--- src/rtl/piaw_pkg.sv ---
// Shared types, register codes and saturation helpers for the PI regulator.
`default_nettype none

package piaw_pkg;

  localparam int ErrW     = 16;
  localparam int GainW    = 16;
  localparam int ShW      = 4;
  localparam int LimW     = 16;
  localparam int AccW     = 32;
  localparam int CfgIdxW  = 3;
  localparam int CfgDataW = 16;
  localparam int OutDataW = 2 * AccW;

  localparam logic signed [AccW-1:0] AccMax = 32'sh7FFF_FFFF;
  localparam logic signed [AccW-1:0] AccMin = 32'sh8000_0000;

  typedef enum logic [CfgIdxW-1:0] {
    CFG_KP_GAIN = 3'd0,
    CFG_KI_GAIN = 3'd1,
    CFG_P_SHIFT = 3'd2,
    CFG_I_SHIFT = 3'd3,
    CFG_OUT_MAX = 3'd4,
    CFG_OUT_MIN = 3'd5
  } cfg_idx_t;

  typedef struct packed {
    logic signed [GainW-1:0] kp_gain;
    logic signed [GainW-1:0] ki_gain;
    logic [ShW-1:0]          p_shift;
    logic [ShW-1:0]          i_shift;
    logic signed [LimW-1:0]  out_max;
    logic signed [LimW-1:0]  out_min;
  } cfg_t;

  // Scaled gain products handed from the gain stage to the integrator stage
  typedef struct packed {
    logic signed [AccW-1:0] pterm;
    logic signed [AccW-1:0] iterm;
    logic                   p_above;
    logic                   p_below;
  } terms_t;

  // Limit register scaled by 2^16
  function automatic logic signed [AccW-1:0] lim_scale(input logic signed [LimW-1:0] lim);
    lim_scale = $signed({lim, {(AccW-LimW){1'b0}}});
  endfunction

  // Saturate a one-bit-grown sum back to 32 bits
  function automatic logic signed [AccW-1:0] sat_acc(input logic signed [AccW:0] v);
    if (v[AccW] != v[AccW-1]) begin
      sat_acc = v[AccW] ? AccMin : AccMax;
    end else begin
      sat_acc = $signed(v[AccW-1:0]);
    end
  endfunction

  // Upper limit tested first, so values above it take it even when the limits are crossed
  function automatic logic signed [AccW-1:0] clamp_acc(input logic signed [AccW-1:0] v,
                                                      input logic signed [AccW-1:0] hi,
                                                      input logic signed [AccW-1:0] lo);
    if (v > hi) begin
      clamp_acc = hi;
    end else if (v < lo) begin
      clamp_acc = lo;
    end else begin
      clamp_acc = v;
    end
  endfunction

endpackage

`default_nettype wire

--- src/rtl/piaw_cfg.sv ---
// Configuration register file for gains, shifts and output limits.
`default_nettype none

module piaw_cfg (
  input  wire logic                          clk,
  input  wire logic                          rst,
  input  wire logic                          cfg_wr_en,
  input  wire logic [piaw_pkg::CfgIdxW-1:0]  cfg_index,
  input  wire logic [piaw_pkg::CfgDataW-1:0] cfg_data,
  output piaw_pkg::cfg_t                     cfg
);
  import piaw_pkg::*;

  always_ff @(posedge clk) begin
    if (rst) begin
      cfg.kp_gain <= '0;
      cfg.ki_gain <= '0;
      cfg.p_shift <= '0;
      cfg.i_shift <= '0;
      cfg.out_max <= 16'sh7FFF;
      cfg.out_min <= 16'sh8000;
    end else if (cfg_wr_en) begin
      case (cfg_index)
        CFG_KP_GAIN: cfg.kp_gain <= $signed(cfg_data[GainW-1:0]);
        CFG_KI_GAIN: cfg.ki_gain <= $signed(cfg_data[GainW-1:0]);
        CFG_P_SHIFT: cfg.p_shift <= cfg_data[ShW-1:0];
        CFG_I_SHIFT: cfg.i_shift <= cfg_data[ShW-1:0];
        CFG_OUT_MAX: cfg.out_max <= $signed(cfg_data[LimW-1:0]);
        CFG_OUT_MIN: cfg.out_min <= $signed(cfg_data[LimW-1:0]);
        default: ;
      endcase
    end
  end

endmodule

`default_nettype wire

--- src/rtl/piaw_gain.sv ---
// Gain stage: both products, their clamps and scaling shifts, and limit flags.
`default_nettype none

module piaw_gain (
  input  wire logic                               clk,
  input  wire logic                               load,
  input  wire logic signed [piaw_pkg::ErrW-1:0]   error,
  input  piaw_pkg::cfg_t                          cfg,
  output piaw_pkg::terms_t                        terms
);
  import piaw_pkg::*;

  logic signed [GainW-1:0] kp;
  logic signed [GainW-1:0] ki;
  logic [ShW:0]            ps;
  logic signed [AccW-1:0]  prod_p;
  logic signed [AccW-1:0]  prod_i;
  logic signed [AccW-1:0]  pb;
  logic signed [AccW-1:0]  ib;
  logic signed [AccW-1:0]  pclamp;
  logic signed [AccW-1:0]  iclamp;
  terms_t                  terms_next;

  assign kp = cfg.kp_gain;
  assign ki = cfg.ki_gain;
  assign ps = {1'b0, cfg.p_shift} + (ShW+1)'(4);

  assign prod_p = kp * error;
  assign prod_i = ki * error;

  assign pb = $signed(AccMax >> ps);
  assign ib = $signed(AccMax >> cfg.i_shift);

  assign pclamp = (prod_p > pb) ? pb : ((prod_p < -pb) ? -pb : prod_p);
  assign iclamp = (prod_i > ib) ? ib : ((prod_i < -ib) ? -ib : prod_i);

  always_comb begin
    terms_next.pterm   = pclamp <<< ps;
    terms_next.iterm   = iclamp <<< cfg.i_shift;
    terms_next.p_above = terms_next.pterm > lim_scale(cfg.out_max);
    terms_next.p_below = terms_next.pterm < lim_scale(cfg.out_min);
  end

  always_ff @(posedge clk) begin
    if (load) begin
      terms <= terms_next;
    end
  end

endmodule

`default_nettype wire

--- src/rtl/piaw_integ.sv ---
// Integrator stage: bleed or accumulate, saturating sums, output and integrator clamps.
`default_nettype none

module piaw_integ (
  input  wire logic                              clk,
  input  wire logic                              rst,
  input  wire logic                              load,
  input  piaw_pkg::terms_t                       terms,
  input  piaw_pkg::cfg_t                         cfg,
  output logic signed [piaw_pkg::AccW-1:0]       drive,
  output logic signed [piaw_pkg::AccW-1:0]       integrator
);
  import piaw_pkg::*;

  logic signed [AccW-1:0] hi;
  logic signed [AccW-1:0] lo;
  logic                   i_pos;
  logic                   i_neg;
  logic signed [AccW-1:0] i_shr;
  logic signed [AccW-1:0] base;
  logic signed [AccW-1:0] inc;
  logic signed [AccW-1:0] sum_i;
  logic signed [AccW-1:0] sum_d;
  logic signed [AccW-1:0] drive_next;
  logic signed [AccW-1:0] integrator_next;

  assign hi    = lim_scale(cfg.out_max);
  assign lo    = lim_scale(cfg.out_min);
  assign i_pos = !integrator[AccW-1] && (|integrator);
  assign i_neg = integrator[AccW-1];
  assign i_shr = integrator >>> 8;

  // Bleed toward zero while pterm alone is past the limit on the integrator's side
  always_comb begin
    if (terms.p_above && i_pos) begin
      base = integrator - i_shr - AccW'(1);
      inc  = '0;
    end else if (terms.p_below && i_neg) begin
      base = integrator - i_shr + AccW'(1);
      inc  = '0;
    end else begin
      base = integrator;
      inc  = terms.iterm;
    end
  end

  assign sum_i = sat_acc({base[AccW-1], base} + {inc[AccW-1], inc});
  assign sum_d = sat_acc({sum_i[AccW-1], sum_i} + {terms.pterm[AccW-1], terms.pterm});

  assign drive_next      = clamp_acc(sum_d, hi, lo);
  assign integrator_next = clamp_acc(sum_i, hi, lo);

  always_ff @(posedge clk) begin
    if (rst) begin
      integrator <= '0;
    end else if (load) begin
      integrator <= integrator_next;
    end
  end

  always_ff @(posedge clk) begin
    if (load) begin
      drive <= drive_next;
    end
  end

endmodule

`default_nettype wire

--- src/rtl/pi_regulator_anti_windup.sv ---
// Top level of the PI regulator with anti-windup: stream ports, stage control, checks.
`default_nettype none

// PI regulator with anti-windup. Each error sample on the input stream yields one
// result carrying the clamped drive value and the integrator after its clamp. The
// block takes one sample per clock unless the output stalls; each sample passes
// three registered stages (input register, gain products, integrator update).
// The integrator update sets the rate: it reads the integrator and writes its new
// value in the same cycle, so samples follow one another without a gap. A stalled
// output holds the pipeline; up to three samples are in flight. Configuration registers
// are written through the plain write port and take effect for the next sample.
module pi_regulator_anti_windup (
  input  wire logic                               clk,
  input  wire logic                               rst,
  input  wire logic                               cfg_wr_en,
  input  wire logic [piaw_pkg::CfgIdxW-1:0]       cfg_index,
  input  wire logic [piaw_pkg::CfgDataW-1:0]      cfg_data,
  input  wire logic                               s_axis_tvalid,
  output logic                                    s_axis_tready,
  input  wire logic [piaw_pkg::ErrW-1:0]          s_axis_tdata,  // [15:0] error
  output logic                                    m_axis_tvalid,
  input  wire logic                               m_axis_tready,
  output logic [piaw_pkg::OutDataW-1:0]           m_axis_tdata   // [31:0] drive_out,
                                                                 // [63:32] integrator_value
);
  import piaw_pkg::*;

  cfg_t                   cfg;
  terms_t                 terms;
  logic signed [ErrW-1:0] err_q;
  logic                   s0_valid;
  logic                   s1_valid;
  logic                   s0_en;
  logic                   s1_en;
  logic                   out_en;
  logic                   gain_load;
  logic                   integ_load;
  logic signed [AccW-1:0] drive;
  logic signed [AccW-1:0] integrator;

  // Advance a stage when it is empty or the stage after it advances
  assign out_en     = !m_axis_tvalid || m_axis_tready;
  assign s1_en      = !s1_valid || out_en;
  assign s0_en      = !s0_valid || s1_en;
  assign gain_load  = s1_en && s0_valid;
  assign integ_load = out_en && s1_valid;

  assign s_axis_tready = s0_en;
  assign m_axis_tdata  = {integrator, drive};

  always_ff @(posedge clk) begin
    if (rst) begin
      s0_valid      <= 1'b0;
      s1_valid      <= 1'b0;
      m_axis_tvalid <= 1'b0;
    end else begin
      if (s0_en) begin
        s0_valid <= s_axis_tvalid;
      end
      if (s1_en) begin
        s1_valid <= s0_valid;
      end
      if (out_en) begin
        m_axis_tvalid <= s1_valid;
      end
    end
  end

  always_ff @(posedge clk) begin
    if (s0_en && s_axis_tvalid) begin
      err_q <= $signed(s_axis_tdata);
    end
  end

  piaw_cfg u_cfg (
    .clk       (clk),
    .rst       (rst),
    .cfg_wr_en (cfg_wr_en),
    .cfg_index (cfg_index),
    .cfg_data  (cfg_data),
    .cfg       (cfg)
  );

  piaw_gain u_gain (
    .clk   (clk),
    .load  (gain_load),
    .error (err_q),
    .cfg   (cfg),
    .terms (terms)
  );

  piaw_integ u_integ (
    .clk        (clk),
    .rst        (rst),
    .load       (integ_load),
    .terms      (terms),
    .cfg        (cfg),
    .drive      (drive),
    .integrator (integrator)
  );

  // A freshly computed drive lies within the limits in force, when they are not crossed
  a_drive_in_limits: assert property (@(posedge clk) disable iff (rst)
    $past(integ_load) && !$past(rst) && ($past(cfg.out_min) <= $past(cfg.out_max)) |->
      (drive <= lim_scale($past(cfg.out_max))) && (drive >= lim_scale($past(cfg.out_min))))
    else $error("drive outside output limits");

  // The integrator is clamped to the same limits on every update
  a_integ_in_limits: assert property (@(posedge clk) disable iff (rst)
    $past(integ_load) && !$past(rst) && ($past(cfg.out_min) <= $past(cfg.out_max)) |->
      (integrator <= lim_scale($past(cfg.out_max))) &&
      (integrator >= lim_scale($past(cfg.out_min))))
    else $error("integrator outside output limits");

  // A gain-stage result held back by a stalled output is not dropped
  a_gain_hold: assert property (@(posedge clk) disable iff (rst)
    s1_valid && !out_en |=> s1_valid && $stable(terms))
    else $error("gain stage lost a request");

  // Reset clears the integrator and empties the output
  a_reset_clear: assert property (@(posedge clk)
    rst |=> (integrator == '0) && !m_axis_tvalid && !s0_valid && !s1_valid)
    else $error("reset did not clear integrator state");

endmodule

`default_nettype wire

--- config.mk ---
export PLATFORM = sky130hd
export DESIGN_NAME = pi_regulator_anti_windup
export DESIGN_NICKNAME = d
export VERILOG_FILES = /design/src/rtl/piaw_pkg.sv /design/src/rtl/piaw_cfg.sv /design/src/rtl/piaw_gain.sv /design/src/rtl/piaw_integ.sv /design/src/rtl/pi_regulator_anti_windup.sv
export SDC_FILE = /design/constraint.sdc
export NUM_CORES = 2
export LEC_CHECK = 0
export CORE_MARGIN = 4
export CORE_UTILIZATION = 60
export CTS_BUF_LIST = sky130_fd_sc_hd__clkbuf_4 sky130_fd_sc_hd__clkbuf_8
export DETAILED_ROUTE_END_ITERATION = 8
export DONT_BUFFER_PORTS = 1
export PLACE_DENSITY = 0.83
export SLEW_MARGIN = 10
export SYNTH_ARGS = -nofsm -noshare
export SYNTH_HDL_FRONTEND = slang
export SYNTH_SLANG_ARGS = --single-unit
--- constraint.sdc ---
create_clock -name clk -period 15.6 [get_ports clk]
set_clock_uncertainty 0.05 [all_clocks]
set_input_delay 3.9 -clock clk [delete_from_list [all_inputs] [get_ports clk]]
set_output_delay 3.9 -clock clk [all_outputs]
set_load 0.005 [all_outputs]
==> out/results.env <==
OUTCOME='complete, no violations'
HOLDCRITPATHCLASS='reg -> reg'
SYNTH.YOSYS.SEQ_AREA_SHARE=0.126
HOLD-WORST-SLACK_NS=0.406
START_UTIL=0.604
SYNTH-EDFF-COUNT=114
TIMING.SETUP.TNS_NS=0
POST_ROUTE_MINIMUM_PERIOD_NS=14.57
ANTENNA_VIOLATING_NETS_POST_ROUTE=0
CLOCK_TREE.BUFFER_DEPTH=3
DRC_ERRORS=0
VIAS_PER_CELL=6.38
SYN_TO_FINAL_GROWTH_PCT=4.25
CRITICAL_PATH.STARTPOINT_TYPE='flip-flop'
VIAS=39500
GRT_ANTENNA_BEFORE_REPAIR=2
CRITICAL-PATH-MAX-STAGE-DELAY_NS=0.67
GRT_USE_MET1=0.463
FLOORPLAN.DIE.HEIGHT_UM=279
LEADING_CELL_TYPE_IN_THE_LAYOUT_FILL_AND_TAPS_EXCLUDED='sky130_fd_sc_hd__inv_1'
TOTAL_CORE_AREA_MM2=0.0728
CRIT_PATH_TOP_DELAY_CELL='sky130_fd_sc_hd__nor4b_2'
CRIT_START='u_integ.integrator[1]$_SDFFE_PP0P_'
SYN-CELL-AREA_MM2=0.0440
TOTALWIRELENGTH_MM=141
STD_CELL_ROWS=99
LAYOUT_COMMON_CELLS='732 x sky130_fd_sc_hd__inv_1, 627 x sky130_fd_sc_hd__nand2_1, 526 x sky130_fd_sc_hd__fa_1'
RSZ_0062_RAISED_AFTER_GLOBAL_ROUTING='no'
DIE_W_UM=279
CP.REQUIRED_NS=16.02
VIAS_IN_THE_FIRST_GLOBAL_ROUTE=38700
GRT-BUSIEST-LAYER='met2'
SLEW-LIMIT-HEADROOM=0.108
GP_CONGESTION=1.07
PERIOD_SHARE=0.934
CTS.ROOT.BUFFER_CELL='sky130_fd_sc_hd__clkbuf_8'
DESIGN.PORTCOUNT=106
IO_BUFFERS=0
GR-USAGE-ALL-LAYERS=0.357
FINAL_NUMBER_OF_MAX_TRANSITION_VIOLATIONS=0
NUM-NETS-FINAL=6184
INITIALDRTVIOLATIONCOUNT=3810
N_ANTENNA_CELL=0
GR-USAGE-MET2=0.589
OVERFLOW=0
CRITPATHCAPTURE='u_integ.drive[1]$_SDFFCE_PP0P_'
DRIVE_GT1_FRAC=0.0511
CLKSINKCOUNT=221
YS_WARN_COUNT=0
SYN_INST=5324
REGTOREGSETUPSLACK_NS=1.03
MAXIMUM_NUMBER_OF_PINS_ON_ONE_NET_BEFORE_GLOBAL_ROUTE_REPAIR=93
FINAL-HOLD-VIOLATION-COUNT=0
RR_ENDPOINT='u_integ.drive[1]$_SDFFCE_PP0P_'
TIMING.CRITICAL_PATH.MODE_CELL='sky130_fd_sc_hd__o21a_1'
DRT_PRE_ANTENNA_ITERS=8
MAX_FREQ_MHz=68.7
REPORT.FINAL.SETUP_VIOL=0
CLOCK_INSERTION_DELAY_WORST_SKEW_NS=0.64
WORST_FLOP_TO_FLOP_PATH_STARTPOINT='u_integ.integrator[1]$_SDFFE_PP0P_'
CP.BUFFERS_INVERTERS=4
NUMBER_OF_CTS_INSERTED_BUFFERS=44
SYNTH_FLOP_CELL='sky130_fd_sc_hd__edfxtp_1'
CLKSLEWWORSTSETUPHOLDPATHS_NS=0.06
H_TREE_LVL_COUNT=2
CTS.REPAIR_TIMING.SETUP_BUFFER_COUNT=0
SYN-NUM-NETS=6314
TIMING_WORST_SLEW_PIN_VALUE_NS=1.34
CPLARGESTDELAYFAMILY='compound AO/OA/AOI/OAI gates'
R2R.WORST_PATH.CELLS=61
SYNTH.AVG_CELL_AREA_UM2=8.27
POSTSYNTHREGISTERBITS=221
WL_PER_CELL_UM=22.7
HPWL_MM=111
GRT.MET3_USAGE=0.0634
POSTSYNTH.ASYNCRESETSHARE=0
GRT_FIRST_PASS_WIRELENGTH_MM=220
CP_DATA_ARRIVAL_TIME_NS=14.98
FLOORPLAN_DIE_AREA_MM2=0.0778
SYNTH.LIB_CELLS_USED.DISTINCT=97
TIMING.CRITICAL_PATH.DEPTH=61
ENDPOINT_TYPE_OF_THE_WORST_SETUP_PATH='flip-flop'
CTS_TREE='built'
CRITICAL_PATH_PEAK_FANOUT=29
CAP_VIOLATIONS=0
WORSTSETUPPATHTYPE='reg -> reg'
through the flow:
stage          area (µm²)   util  worst slack, ns  cells
5_1_grt             45900  0.630           0.0779   6189
6_report            45900  0.630             1.03   6189
3_3_place_gp        44900  0.616             1.07   6107
3_5_place_dp        44900  0.616            0.720   6107
2_1_floorplan       44000      -             1.91   5324
4_1_cts             45900  0.630            0.674   6189
cells in the mapped netlist, types with 54 or more instances:
cell | n | share of area
sky130_fd_sc_hd__xor2_1 | 67 | 0.013
sky130_fd_sc_hd__a21o_1 | 96 | 0.016
sky130_fd_sc_hd__o21ai_0 | 189 | 0.021
sky130_fd_sc_hd__a21oi_1 | 304 | 0.035
sky130_fd_sc_hd__inv_1 | 733 | 0.062
sky130_fd_sc_hd__and3_1 | 57 | 0.0081
sky130_fd_sc_hd__fa_1 | 526 | 0.24
sky130_fd_sc_hd__xnor2_1 | 106 | 0.021
sky130_fd_sc_hd__nand4_1 | 58 | 0.0082
sky130_fd_sc_hd__nor2_1 | 313 | 0.027
sky130_fd_sc_hd__and2_1 | 245 | 0.035
sky130_fd_sc_hd__nand2_1 | 627 | 0.053
sky130_fd_sc_hd__nand3_1 | 90 | 0.010
sky130_fd_sc_hd__mux2i_1 | 76 | 0.017
sky130_fd_sc_hd__nor3_1 | 113 | 0.013
sky130_fd_sc_hd__ha_1 | 424 | 0.12
sky130_fd_sc_hd__edfxtp_1 | 114 | 0.078
sky130_fd_sc_hd__nand2b_1 | 54 | 0.0077
sky130_fd_sc_hd__clkbuf_1 | 214 | 0.018
sky130_fd_sc_hd__o21a_1 | 72 | 0.012
sky130_fd_sc_hd__dfxtp_1 | 107 | 0.049
what timing repair did:
item | CTS | global route
setup endpoints to repair | 0 | 32
gates resized for setup | 0 | 6
hold buffers | 0 | 0
endpoints found under the hold margin | 0 | 0
state kept, by name, summed over array words and instances (netlist names):
name,cells
u_integ.drive,32
s0_valid,1
s1_valid,1
u_gain.terms,66
m_axis_tvalid,1
err_q,16
u_integ.integrator,32
u_cfg.cfg,72
worst min-delay path: stages (launching register included):
cell,delay (ns)
sky130_fd_sc_hd__dfxtp_1,0.31
sky130_fd_sc_hd__nand2_1,0.05
sky130_fd_sc_hd__a21oi_1,0.05
per-layer routing:
layer / vias up / part of all wire
met2: 1966 / 0.47
met1: 19300 / 0.39
li1: 17800 / -
met5: - / 0
met4: 0 / 0.055
met3: 392 / 0.091
cell families (layout without fill, tap and decap cells):
logic type	Yosys count	count (layout)	share of synthesized area
DFF	221	221	0.126
xor gates and xnor gates	173	173	0.0344
adders and majority gates	950	950	0.360
AOI/OAI and AO/OA	1140	1140	0.173
and+or+nand+nor	1725	1725	0.189
buffers and inverters	992	898	0.0853
muxes	123	123	0.0319
final cells by class:
type,instances,area (µm²)
multi-input cells,4111,34800
fillers,6165,26900
flip-flops and latches,221,5570
inverters,743,2790
well taps,959,1200
clock buffers,66,802
repair buffers,73,548
clock inverters,16,210
worst min-delay path by stage:
| stage | start | to | slack [ns] | depth (start not counted) |
|---|---|---|---|---|
| after floorplan | u_cfg.cfg[7]$_SDFFE_PP0P_ | u_cfg.cfg[7]$_SDFFE_PP0P_ | 0.39 | 2 |
| after global placement | u_cfg.cfg[7]$_SDFFE_PP0P_ | u_cfg.cfg[7]$_SDFFE_PP0P_ | 0.39 | 2 |
| after detailed placement | u_cfg.cfg[7]$_SDFFE_PP0P_ | u_cfg.cfg[7]$_SDFFE_PP0P_ | 0.39 | 2 |
| after CTS | u_cfg.cfg[7]$_SDFFE_PP0P_ | u_cfg.cfg[7]$_SDFFE_PP0P_ | 0.40 | 2 |
| after global routing | u_cfg.cfg[7]$_SDFFE_PP0P_ | u_cfg.cfg[7]$_SDFFE_PP0P_ | 0.42 | 2 |
| final | u_cfg.cfg[7]$_SDFFE_PP0P_ | u_cfg.cfg[7]$_SDFFE_PP0P_ | 0.41 | 2 |
Power is left out: the tool's default activity adds up to more than one toggle a clock period on the data nets, which glitch-free logic cannot reach.
